**src/hdl/slt_pkg.sv**
```systemverilog
`timescale 1ns / 1ps
`default_nettype none
// ============================================================================
// slt_pkg
// Shared types, codes and character classes for the small-language tokenizer.
// ============================================================================
package slt_pkg;

  localparam int TEXT_MAX_DEF = 63;  // default count of kept token characters
  localparam int TEXT_CAP     = 63;  // ceiling of the text_length field
  localparam int FIFO_DEPTH   = 4;   // token queue depth, power of two

  localparam logic [30:0] INT_SAT = 31'h7FFF_FFFF;

  localparam logic [7:0] CH_NEWLINE = 8'h0A;
  localparam logic [7:0] CH_EQ      = 8'h3D;
  localparam logic [7:0] CH_LT      = 8'h3C;
  localparam logic [7:0] CH_GT      = 8'h3E;

  // keyword text, first character in the low byte
  localparam logic [63:0] KW_IF    = 64'h0000_0000_0000_6669;
  localparam logic [63:0] KW_ELSE  = 64'h0000_0000_6573_6C65;
  localparam logic [63:0] KW_WHILE = 64'h0000_0065_6C69_6877;
  localparam logic [63:0] KW_PUTI  = 64'h0000_0000_6974_7570;
  localparam logic [63:0] KW_PUTC  = 64'h0000_0000_6374_7570;

  typedef enum logic [4:0] {
    KIND_END     = 5'd0,
    KIND_INT     = 5'd1,
    KIND_SYM     = 5'd2,
    KIND_IF      = 5'd3,
    KIND_ELSE    = 5'd4,
    KIND_WHILE   = 5'd5,
    KIND_PUTI    = 5'd6,
    KIND_PUTC    = 5'd7,
    KIND_SEMI    = 5'd8,
    KIND_ASSIGN  = 5'd9,
    KIND_EQ      = 5'd10,
    KIND_AND     = 5'd11,
    KIND_OR      = 5'd12,
    KIND_PLUS    = 5'd13,
    KIND_MINUS   = 5'd14,
    KIND_STAR    = 5'd15,
    KIND_SLASH   = 5'd16,
    KIND_PERCENT = 5'd17,
    KIND_LT      = 5'd18,
    KIND_LE      = 5'd19,
    KIND_GT      = 5'd20,
    KIND_GE      = 5'd21,
    KIND_LPAREN  = 5'd22,
    KIND_RPAREN  = 5'd23,
    KIND_LBRACE  = 5'd24,
    KIND_RBRACE  = 5'd25,
    KIND_UNKNOWN = 5'd26
  } kind_e;

  typedef enum logic [5:0] {
    MODE_IDLE = 6'b000001,
    MODE_INT  = 6'b000010,
    MODE_SYM  = 6'b000100,
    MODE_EQ   = 6'b001000,
    MODE_LT   = 6'b010000,
    MODE_GT   = 6'b100000
  } mode_e;

  typedef struct packed {
    logic [7:0] in_char;
    logic       end_mark;
  } in_beat_t;

  typedef struct packed {
    kind_e       token_kind;
    logic [30:0] int_value;
    logic [5:0]  text_length;
    logic [63:0] text_head;
    logic [15:0] line_number;
    logic        last_of_run;
  } out_beat_t;

  // up to two tokens produced by one character
  typedef struct packed {
    logic [1:0] count;
    out_beat_t  tok0;
    out_beat_t  tok1;
  } tok_pair_t;

  function automatic logic is_digit(input logic [7:0] c);
    return (c >= 8'h30) && (c <= 8'h39);
  endfunction

  function automatic logic is_alpha(input logic [7:0] c);
    return ((c >= 8'h41) && (c <= 8'h5A)) || ((c >= 8'h61) && (c <= 8'h7A));
  endfunction

  function automatic logic is_space(input logic [7:0] c);
    return (c == 8'h20) || ((c >= 8'h09) && (c <= 8'h0D));
  endfunction

  function automatic kind_e single_op_kind(input logic [7:0] c);
    kind_e k;
    unique case (c)
      8'h3B:   k = KIND_SEMI;
      8'h26:   k = KIND_AND;
      8'h7C:   k = KIND_OR;
      8'h2B:   k = KIND_PLUS;
      8'h2D:   k = KIND_MINUS;
      8'h2A:   k = KIND_STAR;
      8'h2F:   k = KIND_SLASH;
      8'h25:   k = KIND_PERCENT;
      8'h28:   k = KIND_LPAREN;
      8'h29:   k = KIND_RPAREN;
      8'h7B:   k = KIND_LBRACE;
      8'h7D:   k = KIND_RBRACE;
      default: k = KIND_UNKNOWN;
    endcase
    return k;
  endfunction

endpackage
`default_nettype wire

```
**src/hdl/slt_lex.sv**
```systemverilog
`timescale 1ns / 1ps
`default_nettype none
// ============================================================================
// slt_lex
// Lexer state and token formation: one character per cycle while accept_i is high, zero to two tokens.
// ============================================================================
module slt_lex #(
  parameter int TEXT_MAX = slt_pkg::TEXT_MAX_DEF
) (
  input  wire logic             clk_i,
  input  wire logic             rst_ni,
  input  wire logic             accept_i,
  input  wire slt_pkg::in_beat_t beat_i,
  output slt_pkg::tok_pair_t    pair_o
);
  import slt_pkg::*;

  localparam int LW      = $clog2(TEXT_MAX + 1);
  localparam int LenExtW = (LW > 6) ? LW : 6;

  mode_e          mode_q, mode_d;
  logic [30:0]    acc_q, acc_d;
  logic [LW-1:0]  len_q, len_d;
  logic [63:0]    head_q, head_d;
  logic [15:0]    line_q, line_d;

  logic [7:0]         c;
  logic [LW-1:0]      keep_len;
  logic [63:0]        keep_head;
  logic [34:0]        acc_wide;
  logic [30:0]        acc_next;
  logic [LenExtW-1:0] len_ext;
  logic [5:0]         len_field;
  kind_e              word_kind;
  out_beat_t          flush_tok, char_tok;
  logic               flush_emit, char_emit;

  assign c = beat_i.in_char;

  // append one character to the kept text
  always_comb begin
    keep_len  = len_q;
    keep_head = head_q;
    if (len_q < LW'(TEXT_MAX)) begin
      for (int i = 0; i < 8; i++) begin
        if (len_q == LW'(i)) keep_head[8*i +: 8] = c;
      end
      keep_len = LW'(len_q + 1'b1);
    end
  end

  // acc * 10 + digit, saturating
  assign acc_wide = {1'b0, acc_q, 3'b000} + {3'b000, acc_q, 1'b0} + {31'd0, c[3:0]};
  assign acc_next = (acc_wide > {4'd0, INT_SAT}) ? INT_SAT : acc_wide[30:0];

  assign len_ext   = LenExtW'(len_q);
  assign len_field = (len_ext > LenExtW'(TEXT_CAP)) ? 6'(TEXT_CAP) : len_ext[5:0];

  always_comb begin
    priority if (len_q == LW'(2) && head_q == KW_IF)    word_kind = KIND_IF;
    else if     (len_q == LW'(4) && head_q == KW_ELSE)  word_kind = KIND_ELSE;
    else if     (len_q == LW'(5) && head_q == KW_WHILE) word_kind = KIND_WHILE;
    else if     (len_q == LW'(4) && head_q == KW_PUTI)  word_kind = KIND_PUTI;
    else if     (len_q == LW'(4) && head_q == KW_PUTC)  word_kind = KIND_PUTC;
    else                                                word_kind = KIND_SYM;
  end

  // token held back by the pending mode
  always_comb begin
    flush_tok             = '0;
    flush_tok.line_number = line_q;
    unique case (mode_q)
      MODE_INT: begin
        flush_tok.token_kind  = KIND_INT;
        flush_tok.int_value   = acc_q;
        flush_tok.text_length = len_field;
        flush_tok.text_head   = head_q;
      end
      MODE_SYM: begin
        flush_tok.token_kind  = word_kind;
        flush_tok.text_length = len_field;
        flush_tok.text_head   = head_q;
      end
      MODE_EQ: begin
        flush_tok.token_kind  = KIND_ASSIGN;
        flush_tok.text_length = 6'd1;
        flush_tok.text_head   = {56'd0, CH_EQ};
      end
      MODE_LT: begin
        flush_tok.token_kind  = KIND_LT;
        flush_tok.text_length = 6'd1;
        flush_tok.text_head   = {56'd0, CH_LT};
      end
      MODE_GT: begin
        flush_tok.token_kind  = KIND_GT;
        flush_tok.text_length = 6'd1;
        flush_tok.text_head   = {56'd0, CH_GT};
      end
      default: flush_tok.token_kind = KIND_END;
    endcase
  end

  always_comb begin
    mode_d     = mode_q;
    acc_d      = acc_q;
    len_d      = len_q;
    head_d     = head_q;
    line_d     = line_q;
    flush_emit = 1'b0;
    char_emit  = 1'b0;
    char_tok             = '0;
    char_tok.token_kind  = KIND_END;
    char_tok.line_number = line_q;
    char_tok.last_of_run = 1'b1;
    if (accept_i) begin
      if (beat_i.end_mark) begin
        flush_emit = (mode_q != MODE_IDLE);
        char_emit  = 1'b1;
        mode_d     = MODE_IDLE;
        acc_d      = '0;
        len_d      = '0;
        head_d     = '0;
        line_d     = '0;
      end else if (mode_q == MODE_INT && is_digit(c)) begin
        acc_d  = acc_next;
        len_d  = keep_len;
        head_d = keep_head;
      end else if (mode_q == MODE_SYM && is_alpha(c)) begin
        len_d  = keep_len;
        head_d = keep_head;
      end else if ((mode_q == MODE_EQ || mode_q == MODE_LT || mode_q == MODE_GT) &&
                   c == CH_EQ) begin
        // two-character relational operator
        char_emit            = 1'b1;
        char_tok.text_length = 6'd2;
        mode_d               = MODE_IDLE;
        unique case (mode_q)
          MODE_EQ: begin
            char_tok.token_kind = KIND_EQ;
            char_tok.text_head  = {48'd0, CH_EQ, CH_EQ};
          end
          MODE_LT: begin
            char_tok.token_kind = KIND_LE;
            char_tok.text_head  = {48'd0, CH_EQ, CH_LT};
          end
          default: begin
            char_tok.token_kind = KIND_GE;
            char_tok.text_head  = {48'd0, CH_EQ, CH_GT};
          end
        endcase
      end else begin
        flush_emit = (mode_q != MODE_IDLE);
        mode_d     = MODE_IDLE;
        acc_d      = '0;
        len_d      = '0;
        head_d     = '0;
        priority if (is_space(c)) begin
          if (c == CH_NEWLINE && line_q != 16'hFFFF) line_d = line_q + 16'd1;
        end else if (is_digit(c)) begin
          mode_d = MODE_INT;
          acc_d  = {27'd0, c[3:0]};
          len_d  = LW'(1);
          head_d = {56'd0, c};
        end else if (is_alpha(c)) begin
          mode_d = MODE_SYM;
          len_d  = LW'(1);
          head_d = {56'd0, c};
        end else if (c == CH_EQ) begin
          mode_d = MODE_EQ;
        end else if (c == CH_LT) begin
          mode_d = MODE_LT;
        end else if (c == CH_GT) begin
          mode_d = MODE_GT;
        end else begin
          char_emit            = 1'b1;
          char_tok.token_kind  = single_op_kind(c);
          char_tok.text_length = 6'd1;
          char_tok.text_head   = {56'd0, c};
        end
      end
    end
  end

  // pending token goes first when both are produced
  always_comb begin
    pair_o       = '0;
    pair_o.count = {1'b0, flush_emit} + {1'b0, char_emit};
    pair_o.tok0  = flush_emit ? flush_tok : char_tok;
    pair_o.tok0.last_of_run = !(flush_emit && char_emit);
    pair_o.tok1  = char_tok;
  end

  always_ff @(posedge clk_i or negedge rst_ni) begin
    if (!rst_ni) begin
      mode_q <= MODE_IDLE;
      acc_q  <= '0;
      len_q  <= '0;
      head_q <= '0;
      line_q <= '0;
    end else begin
      mode_q <= mode_d;
      acc_q  <= acc_d;
      len_q  <= len_d;
      head_q <= head_d;
      line_q <= line_d;
    end
  end

  // no text is held outside a number or word
  a_text_clear: assert property (@(posedge clk_i) disable iff (!rst_ni)
    (mode_q == MODE_IDLE || mode_q == MODE_EQ || mode_q == MODE_LT || mode_q == MODE_GT)
      |-> (len_q == '0 && head_q == '0 && acc_q == '0))
    else $error("text held while no number or word pending");

  a_end_clears: assert property (@(posedge clk_i) disable iff (!rst_ni)
    (accept_i && beat_i.end_mark) |=> (line_q == '0 && mode_q == MODE_IDLE))
    else $error("end mark did not clear line count and mode");

  a_pair_needs_pending: assert property (@(posedge clk_i) disable iff (!rst_ni)
    (pair_o.count == 2'd2) |-> (mode_q != MODE_IDLE))
    else $error("two tokens without a pending token");

endmodule
`default_nettype wire

```
**src/hdl/slt_fifo.sv**
```systemverilog
`timescale 1ns / 1ps
`default_nettype none
// ============================================================================
// slt_fifo
// Token queue: takes up to two tokens per cycle, hands out one beat per cycle while out_stall_i is low.
// ============================================================================
module slt_fifo (
  input  wire logic               clk_i,
  input  wire logic               rst_ni,
  input  wire slt_pkg::tok_pair_t push_i,
  output logic                    full_o,
  output logic                    out_valid_o,
  input  wire logic               out_stall_i,
  output slt_pkg::out_beat_t      out_beat_o
);
  import slt_pkg::*;

  localparam int PtrW = $clog2(FIFO_DEPTH);
  localparam int CntW = $clog2(FIFO_DEPTH + 1);

  out_beat_t       mem_q [FIFO_DEPTH];
  logic [PtrW-1:0] wr_ptr_q, wr_ptr_d, rd_ptr_q, rd_ptr_d;
  logic [CntW-1:0] count_q, count_d;
  logic            pop;

  assign pop         = out_valid_o && !out_stall_i;
  assign out_valid_o = (count_q != '0);
  assign out_beat_o  = mem_q[rd_ptr_q];
  // room for a two-token character is needed before the next one is taken
  assign full_o      = (count_q > CntW'(FIFO_DEPTH - 2));

  // pointers wrap on their own: depth is a power of two
  assign wr_ptr_d = wr_ptr_q + PtrW'(push_i.count);
  assign rd_ptr_d = rd_ptr_q + PtrW'(pop);
  assign count_d  = count_q + CntW'(push_i.count) - CntW'(pop);

  always_ff @(posedge clk_i) begin
    if (push_i.count != 2'd0) mem_q[wr_ptr_q] <= push_i.tok0;
    if (push_i.count == 2'd2) mem_q[PtrW'(wr_ptr_q + 1'b1)] <= push_i.tok1;
  end

  always_ff @(posedge clk_i or negedge rst_ni) begin
    if (!rst_ni) begin
      wr_ptr_q <= '0;
      rd_ptr_q <= '0;
      count_q  <= '0;
    end else begin
      wr_ptr_q <= wr_ptr_d;
      rd_ptr_q <= rd_ptr_d;
      count_q  <= count_d;
    end
  end

  a_no_overflow: assert property (@(posedge clk_i) disable iff (!rst_ni)
    count_q <= CntW'(FIFO_DEPTH))
    else $error("token queue overflow");

  a_push_has_room: assert property (@(posedge clk_i) disable iff (!rst_ni)
    (push_i.count != 2'd0) |-> (count_q <= CntW'(FIFO_DEPTH - 2)))
    else $error("tokens pushed without room for two");

  a_pop_only: assert property (@(posedge clk_i) disable iff (!rst_ni)
    (pop && push_i.count == 2'd0) |=> (count_q == $past(count_q) - 1'b1))
    else $error("queue count wrong after pop");

endmodule
`default_nettype wire

```
**src/hdl/small_language_tokenizer.sv**
```systemverilog
`timescale 1ns / 1ps
`default_nettype none
// ============================================================================
// small_language_tokenizer
// Streaming lexer: one source character per beat in, tokens out.
// ============================================================================
// One character (or the end mark) is taken per cycle whenever in_stall_o is
// low; the lexer state updates in that same cycle and the zero, one or two
// tokens the character completes are written into a four-entry token queue,
// whose registered head entry drives the output. Tokens leave at one per
// cycle while out_stall_i is low, which is what sets the rate: a run of
// characters that each produce at most one token streams at one per cycle,
// while characters that produce two tokens (a pending token plus a new one,
// or the end mark behind a pending token) push two entries and in_stall_o
// rises whenever fewer than two queue entries are free.
// Whitespace is skipped and newlines are counted (saturating at 65535);
// digit runs make integer tokens saturating at 2147483647; letter runs make
// symbol or keyword tokens; text keeps up to TEXT_MAX characters and reports
// the first eight, first character in the low byte. last_of_run marks the
// final token caused by one character. The end mark flushes any pending
// token, emits an end token and clears the line count.
// ============================================================================
module small_language_tokenizer #(
  parameter int TEXT_MAX = slt_pkg::TEXT_MAX_DEF
) (
  input  wire logic              clk_i,
  input  wire logic              rst_ni,
  input  wire logic              in_valid_i,
  output logic                   in_stall_o,
  input  wire slt_pkg::in_beat_t in_beat_i,
  output logic                   out_valid_o,
  input  wire logic              out_stall_i,
  output slt_pkg::out_beat_t     out_beat_o
);
  import slt_pkg::*;

  logic      in_accept;
  logic      queue_full;
  tok_pair_t tok_pair;

  // queue fullness is registered, so stall has no path from the input side
  assign in_stall_o = queue_full;
  assign in_accept  = in_valid_i && !in_stall_o;

  slt_lex #(
    .TEXT_MAX (TEXT_MAX)
  ) u_lex (
    .clk_i    (clk_i),
    .rst_ni   (rst_ni),
    .accept_i (in_accept),
    .beat_i   (in_beat_i),
    .pair_o   (tok_pair)
  );

  slt_fifo u_fifo (
    .clk_i       (clk_i),
    .rst_ni      (rst_ni),
    .push_i      (tok_pair),
    .full_o      (queue_full),
    .out_valid_o (out_valid_o),
    .out_stall_i (out_stall_i),
    .out_beat_o  (out_beat_o)
  );

endmodule
`default_nettype wire
```
**config.mk**
```make
export PLATFORM = sky130hd
export DESIGN_NAME = small_language_tokenizer
export DESIGN_NICKNAME = d
export VERILOG_FILES = /design/src/hdl/slt_pkg.sv /design/src/hdl/slt_lex.sv /design/src/hdl/slt_fifo.sv /design/src/hdl/small_language_tokenizer.sv
export SDC_FILE = /design/constraint.sdc
export NUM_CORES = 1
export LEC_CHECK = 0
export BUFFER_PORTS_ARGS = -buffer_cell sky130_fd_sc_hd__buf_4
export CAP_MARGIN = 20
export CORE_MARGIN = 1.5
export CORE_UTILIZATION = 63
export CTS_CLUSTER_DIAMETER = 60
export DETAILED_ROUTE_END_ITERATION = 8
export GPL_ROUTABILITY_DRIVEN = 0
export HOLD_SLACK_MARGIN = 0.1
export PLACE_DENSITY = 0.81
export SETUP_SLACK_MARGIN = 0.3
export SYNTH_ARGS = -nofsm -noshare
export SYNTH_HDL_FRONTEND = slang
export SYNTH_HIERARCHICAL = 1
export SYNTH_SLANG_ARGS = --single-unit
```
**constraint.sdc**
```tcl
create_clock -name clk_i -period 10 [get_ports clk_i]
set_clock_uncertainty 0.05 [all_clocks]
set_input_delay 0.5 -clock clk_i [delete_from_list [all_inputs] [get_ports clk_i]]
set_output_delay 0.5 -clock clk_i [all_outputs]
set_load 0.005 [all_outputs]
```
After elaboration in Yosys (flattened, before gate mapping)
Memory sizes are Yosys's and may differ from the RTL's.
Cells that the tools add are included.
{"block": "op_classes", "add_sub_neg": 10, "magnitude_cmp": 12, "n_eq_ne": 43, "mux": 102, "reduce_logical": 33}
{"cell": "70-bit 2-to-1 mux", "count": 10}
{"cell": "64-bit 2-to-1 mux", "count": 7}
{"cell": "70-bit case mux with 4 select lines", "count": 1}
{"cell": "31-bit 2-to-1 mux", "count": 7}
{"cell": "64-bit by 31-bit equality test with 1-bit output, second input constant", "count": 3}
{"cell": "123-bit 2-to-1 mux", "count": 1}
{"cell": "6-bit 2-to-1 mux", "count": 18}
{"cell": "8-bit by 6-bit equality test with 1-bit output, second input constant", "count": 13}
{"cell": "16-bit 2-to-1 mux", "count": 6}
{"cell": "5-bit 2-to-1 mux", "count": 15}
{"cell": "8-bit 2-to-1 mux", "count": 9}
{"cell": "65-bit 2-to-1 mux", "count": 1}
{"cell": "64-bit by 15-bit equality test with 1-bit output, second input constant", "count": 1}
{"cell": "64-bit by 39-bit equality test with 1-bit output, second input constant", "count": 1}
{"cell": "5-bit case mux with 12 select lines", "count": 1}
{"cell": "34-bit by 32-bit adder with 35-bit output", "count": 1}
{"cell": "35-bit by 4-bit adder with 35-bit output", "count": 1}
{"cell": "35-bit by 31-bit > comparator with 1-bit output, second input constant", "count": 1}
{"cell": "6-bit by 3-bit equality test with 1-bit output, second input constant", "count": 5}
{"cell": "5-bit case mux with 5 select lines", "count": 1}
{"cell": "8-bit by 7-bit equality test with 1-bit output, second input constant", "count": 3}
{"cell": "1-bit 2-to-1 mux", "count": 21}
{"cell": "6-bit by 2-bit equality test with 1-bit output, second input constant", "count": 3}
{"cell": "16-bit by 1-bit adder with 16-bit output, second input constant", "count": 1}
{"cell": "41 further kinds", "count": 69}
{"block": "totals", "ff_bits": 130, "mem_bits_rw": 492, "inputBits": 13, "output_inout_bits": 125, "word_cells": 209, "mem_count": 1}
{"memory": "u_fifo.mem_q", "depth": 4, "width": 123, "read_ports": 1, "rd_ports_with_merged_regs": 0, "write_ports": 2, "line_no": "slt_fifo.sv:21", "text": "out_beat_t mem_q [FIFO_DEPTH];"}

Longest topological paths before layout
{"block": "depth", "ltp_word": 16, "ltp_mapped": 17, "ltp_nobuf": 14}

Modules after synthesis
Netlist, hierarchy kept.
{"mod": "slt_fifo", "n_inst": 1, "cells_each": 1234, "area_per_inst_um2": 24358.4, "seq_area_each_um2": 14949.3}
{"mod": "slt_lex", "n_inst": 1, "cells_each": 1220, "area_per_inst_um2": 10291.1, "seq_area_each_um2": 3079.2}
{"mod": "small_language_tokenizer", "n_inst": 1, "cells_each": 1, "area_per_inst_um2": 13.8, "seq_area_each_um2": 0.0}

Least setup slack after synthesis
Ideal clock, no wire load.
{"block": "synth_path", "path_type": "input port to flip-flop", "start": "input port in_beat_i[2] (netlist bit)", "end": "memory u_fifo/mem_q[3][0] (netlist bit) (enable)", "setup_time_ns": 0.622, "t_arrival_ns": 8.252, "t_required_ns": 9.328, "slack_ns": 1.077, "path_stages": 14, "path_buffers": 3, "cell_sequence": "clkbuf_1 > nor2b_1 > nand3_1 > nor3_1 > a211oi_1 > o21a_1 > buf_2 > nand2b_2 > inv_1 > clkbuf_1 > ha_1 > nor2b_4 > a21oi_1 > nor2b_1"}
{"element": "start, declared", "line_no": "small_language_tokenizer.sv:30", "text": "input wire slt_pkg::in_beat_t in_beat_i,"}
{"element": "end, declared", "line_no": "slt_fifo.sv:21"}

==> run summary <==
Worst setup path
* Critical Path Most Common Cell: sky130_fd_sc_hd__buf_4
* cell at the slowest stage of the critical path: sky130_fd_sc_hd__buf_4
* depth of the most critical reg-to-reg path: 13
* crit path DAT: 6.51 ns
* sort of element at the start of the critical path: flop
* largest incremental delay on the critical path: 0.69 ns
* highest net fanout along the worst path: 48
* Reg2Reg Capture Point: u_fifo/mem_q[0][60]$_DFFE_PP_
* cell chain of the critical path: nor4_1 -> nand3_1 -> nor2_1 -> a211oi_1 -> o21a_2 -> nand2b_2 -> inv_1 -> ha_1 -> nor2b_4 -> nand3_4 -> nand2_4 -> buf_4 -> buf_4
* beginning of the critical path: u_lex/mode_q[3]$_DFFE_PN0P_
* type of the worst setup path: reg -> reg
* setup slack on the worst flop-to-flop path: 3.66 ns
* launch instance of the worst register-to-register path: u_lex/mode_q[3]$_DFFE_PN0P_
* data required time of the worst path: 10.16 ns
* Worst Setup End Kind: flop

Power and ir drop
* maximum resistive drop on vdd: 182 uV
* Final Total Pwr: 0.00819 W
* leakage component of the power: 14.8 nW
* power density normalized to cell area: 218 nW/um^2

Cells and area
* synthesis-to-layout area growth: 8.61%
* post-layout net count: 2601
* Fill cells: 3658
* Post-Route Utilization: 69.5%
* leading cell type in the layout, fill and taps excluded: sky130_fd_sc_hd__edfxtp_1
* antenna diode count: 0
* total non-filler cell area in the finished layout: 37600 um^2
* fraction of layout cells with a size suffix above 1: 32.4%
* leading cell types in the layout, fill and taps excluded: sky130_fd_sc_hd__edfxtp_1 (492), sky130_fd_sc_hd__mux2_2 (343), sky130_fd_sc_hd__buf_4 (155)

Logic synthesis
* average cell area after synthesis: 14.1 um^2
* sequential element share of the synthesized area: 52.0%
* synth unique cells: 85
* async set-or-reset flop fraction in the synthesized netlist: 20.9%
* register bit count reported by yosys: 622
* post-synthesis instance total: 2455
* Most used DFF post-synth: sky130_fd_sc_hd__edfxtp_1
* Netlist Area Pre-Place: 34700 um^2
* number of flops mapped to enable cells by yosys: 492
* Yosys warnings: 6

CTS
* Root Buffer Master: sky130_fd_sc_hd__clkbuf_16
* total number of H-tree levels: 3
* clock latency on the worst-skew pair: 0.60 ns
* number of cells upsized or downsized after cts: 0
* post-CTS repair timing setup buffer count: 0
* number of clock buffers inserted by TritonCTS: 66
* TritonCTS clock tree: done
* Clock Path Buffers: 3
* clock transition time at the flip-flop clock pins of the worst setup and hold paths: 0.06 ns
* TritonCTS sink count: 622

Place
* PortBufs: 137
* HPWL after DPL: 47400 um
* post-detailed-placement cell area: 35500 um^2

Timing
* transition time at the pin with the least slew margin: 1.11 ns
* post-layout min period: 6.34 ns
* number of setup violations in the final report: 0
* Max Fclk: 158 MHz
* unrepaired setup endpoints after global routing: no
* hold slack: 0.194 ns
* post-route setup TNS: 0 ns
* relative slew slack: 26.3%
* period utilization: 63.4%
* Slew Viols, Final: 0
* count of endpoints failing hold in the final timing report: 0

Route
* via count of the routed design: 21000
* Detailed Route Iter0 Violations: 1860
* Antenna Violating Nets Remaining: 0
* Post-route DRC: 0
* via count normalized by instance count: 6.43
* routed length per instance: 24.1 um
* number of detailed-route iterations in the first pass: 6
* total length of routed wires: 78600 um

Status
* outcome: finished clean

Min path
* Hold Path Cell Cnt: 3
* end point of the most critical hold path: u_fifo/rd_ptr_q[0]$_DFF_PN0_
* worst min path class: in -> reg
* hold wc startpoint: out_stall_i

Global route
* global-route total usage across every layer: 28.2%
* global-route wire length before repair: 123000 um
* total overflow reported by the global router: 0
* vias in the first global route: 21700
* pin count of the biggest net entering global routing: 109
* antenna violations before repair: 1

Floorplan
* overall die area: 56400 um^2
* cell row count: 85
* top-level I/O count: 138
* Die Width: 238 um
* initial core utilization: 64.0%
* Die Ht: 238 um
* area of the core: 54100 um^2

Flow run
* total of max-cap violations: 0

[sequential cells by signal (all words and copies together) (netlist names)]
register	cells
u_lex/line_q	16
u_lex/acc_q	31
u_fifo/rd_ptr_q	2
u_lex/mode_q	6
u_lex/head_q	64
u_fifo/mem_q	492
u_fifo/count_q	3
u_fifo/wr_ptr_q	2
u_lex/len_ext	6
[routing by layer]
layer | share of wire [%] | vias up | track usage (%) | routed length [um]
met5 | 0.018 | - | 0 | 14
met4 | 3.2 | 2 | 10.9 | 2540
met3 | 5.4 | 179 | 3.59 | 4230
met2 | 50 | 761 | 47.9 | 39700
met1 | 41 | 10700 | 37.1 | 32100
li1 | - | 9384 | - | -
[cell type report]
class	instances	area, um^2	area share [%]
clock buffer	102	1980	5.26
sequential	622	18000	47.9
timing repair buffer	162	1280	3.40
tap	696	871	2.31
multi-input combinational	1633	15300	40.5
inverter	30	113	0.299
clock inverter	19	108	0.286
[worst max-delay path by stage]
| stage | slack [ns] | cells past startpoint | to |
|---|---|---|---|
| global route | 3.21 | 13 | u_fifo/mem_q[0][57]$_DFFE_PP_ |
| floorplan | 1.08 | 14 | u_fifo/mem_q[3][0]$_DFFE_PP_ |
| finish | 3.66 | 13 | u_fifo/mem_q[0][60]$_DFFE_PP_ |
| global placement | 3.15 | 14 | u_fifo/mem_q[0][63]$_DFFE_PP_ |
| detailed placement | 3.11 | 14 | u_fifo/mem_q[0][63]$_DFFE_PP_ |
| CTS | 3.31 | 13 | u_fifo/mem_q[0][57]$_DFFE_PP_ |
[kinds of logic (layout without fill, tap and decap cells)]
logic type / Yosys count / in the layout / synth area share (%)
AND/OR/NAND/NOR: 492 / 492 / 7.38
AO/OA/AOI/OAI: 262 / 262 / 5.21
flip-flops: 622 / 622 / 52.0
other: 2 / 87 / 0.0217
XOR/XNOR: 44 / 44 / 1.11
multiplexers: 675 / 675 / 26.5
buffers and inverters: 285 / 313 / 5.10
adder cells (fa/ha/maj): 73 / 73 / 2.70
[report_power, final]
group / switching (W) / total [W] / internal (W) / leakage (nW)
sequential: 0.000324 / 0.00363 / 0.00331 / 6.09
clock: 0.00101 / 0.00238 / 0.00137 / 1.03
combinational: 0.00109 / 0.00218 / 0.00109 / 7.71
[critical path, delay by kind of cell (launching register included)]
kind,cells,cell delay (ns)
compound gates,2,0.45
fa+ha+maj,1,0.57
flops,1,0.48
simple gates,7,2.65
buf+inv,3,1.67
[through the flow]
step	instances	setup slack (ns)
finish	3264	3.66
floorplan	2540	1.08
global placement	3140	3.15
CTS	3262	3.31
detailed placement	3140	3.11
global route	3264	3.21
[synth_stat cells, types with 5 or more instances]
| master | count | area, um^2 |
|---|---|---|
| sky130_fd_sc_hd__buf_4 | 119 | 893 |
| sky130_fd_sc_hd__mux4_2 | 123 | 2770 |
| sky130_fd_sc_hd__a21o_1 | 15 | 113 |
| sky130_fd_sc_hd__dfrtp_1 | 129 | 3230 |
| sky130_fd_sc_hd__o21ai_1 | 6 | 30.0 |
| sky130_fd_sc_hd__a221o_1 | 24 | 240 |
| sky130_fd_sc_hd__nor2b_1 | 8 | 50.1 |
| sky130_fd_sc_hd__o211ai_1 | 6 | 45.0 |
| sky130_fd_sc_hd__a31oi_1 | 6 | 37.5 |
| sky130_fd_sc_hd__a21oi_1 | 65 | 325 |
| sky130_fd_sc_hd__mux2i_1 | 58 | 581 |
| sky130_fd_sc_hd__nor3_1 | 21 | 105 |
| sky130_fd_sc_hd__nor4b_1 | 5 | 43.8 |
| sky130_fd_sc_hd__nand4b_1 | 7 | 61.3 |
| sky130_fd_sc_hd__buf_1 | 8 | 30.0 |
| sky130_fd_sc_hd__buf_2 | 48 | 240 |
| sky130_fd_sc_hd__nor4_1 | 19 | 119 |
| sky130_fd_sc_hd__o21a_1 | 9 | 67.6 |
| sky130_fd_sc_hd__mux2_1 | 81 | 912 |
| sky130_fd_sc_hd__o21ai_0 | 56 | 280 |
| sky130_fd_sc_hd__nand4_1 | 19 | 119 |
| sky130_fd_sc_hd__mux2_4 | 70 | 1050 |
| sky130_fd_sc_hd__buf_6 | 25 | 282 |
| sky130_fd_sc_hd__edfxtp_1 | 492 | 14800 |
| sky130_fd_sc_hd__and2_1 | 68 | 425 |
| sky130_fd_sc_hd__mux2_2 | 343 | 3860 |
| sky130_fd_sc_hd__ha_1 | 70 | 876 |
| sky130_fd_sc_hd__inv_1 | 30 | 113 |
| sky130_fd_sc_hd__xor2_1 | 19 | 166 |
| sky130_fd_sc_hd__a22o_1 | 16 | 140 |
| sky130_fd_sc_hd__clkbuf_1 | 53 | 199 |
| sky130_fd_sc_hd__or3_1 | 10 | 62.6 |
| sky130_fd_sc_hd__nand2_1 | 102 | 383 |
| sky130_fd_sc_hd__nand2b_1 | 13 | 81.3 |
| sky130_fd_sc_hd__nor2_1 | 130 | 488 |
| sky130_fd_sc_hd__and3_1 | 37 | 231 |
| sky130_fd_sc_hd__a211oi_1 | 8 | 60.1 |
| sky130_fd_sc_hd__or4_1 | 5 | 37.5 |
| sky130_fd_sc_hd__xnor2_1 | 25 | 219 |
| sky130_fd_sc_hd__nand3_1 | 20 | 100 |
[repair_timing]
item | 4_1_cts | 5_1_grt
hold buffers | 1 | 0
setup endpoints to repair | 0 | 0
hold endpoints to repair | 56 | 0
Note: power is estimated with default switching activity, not from simulation.
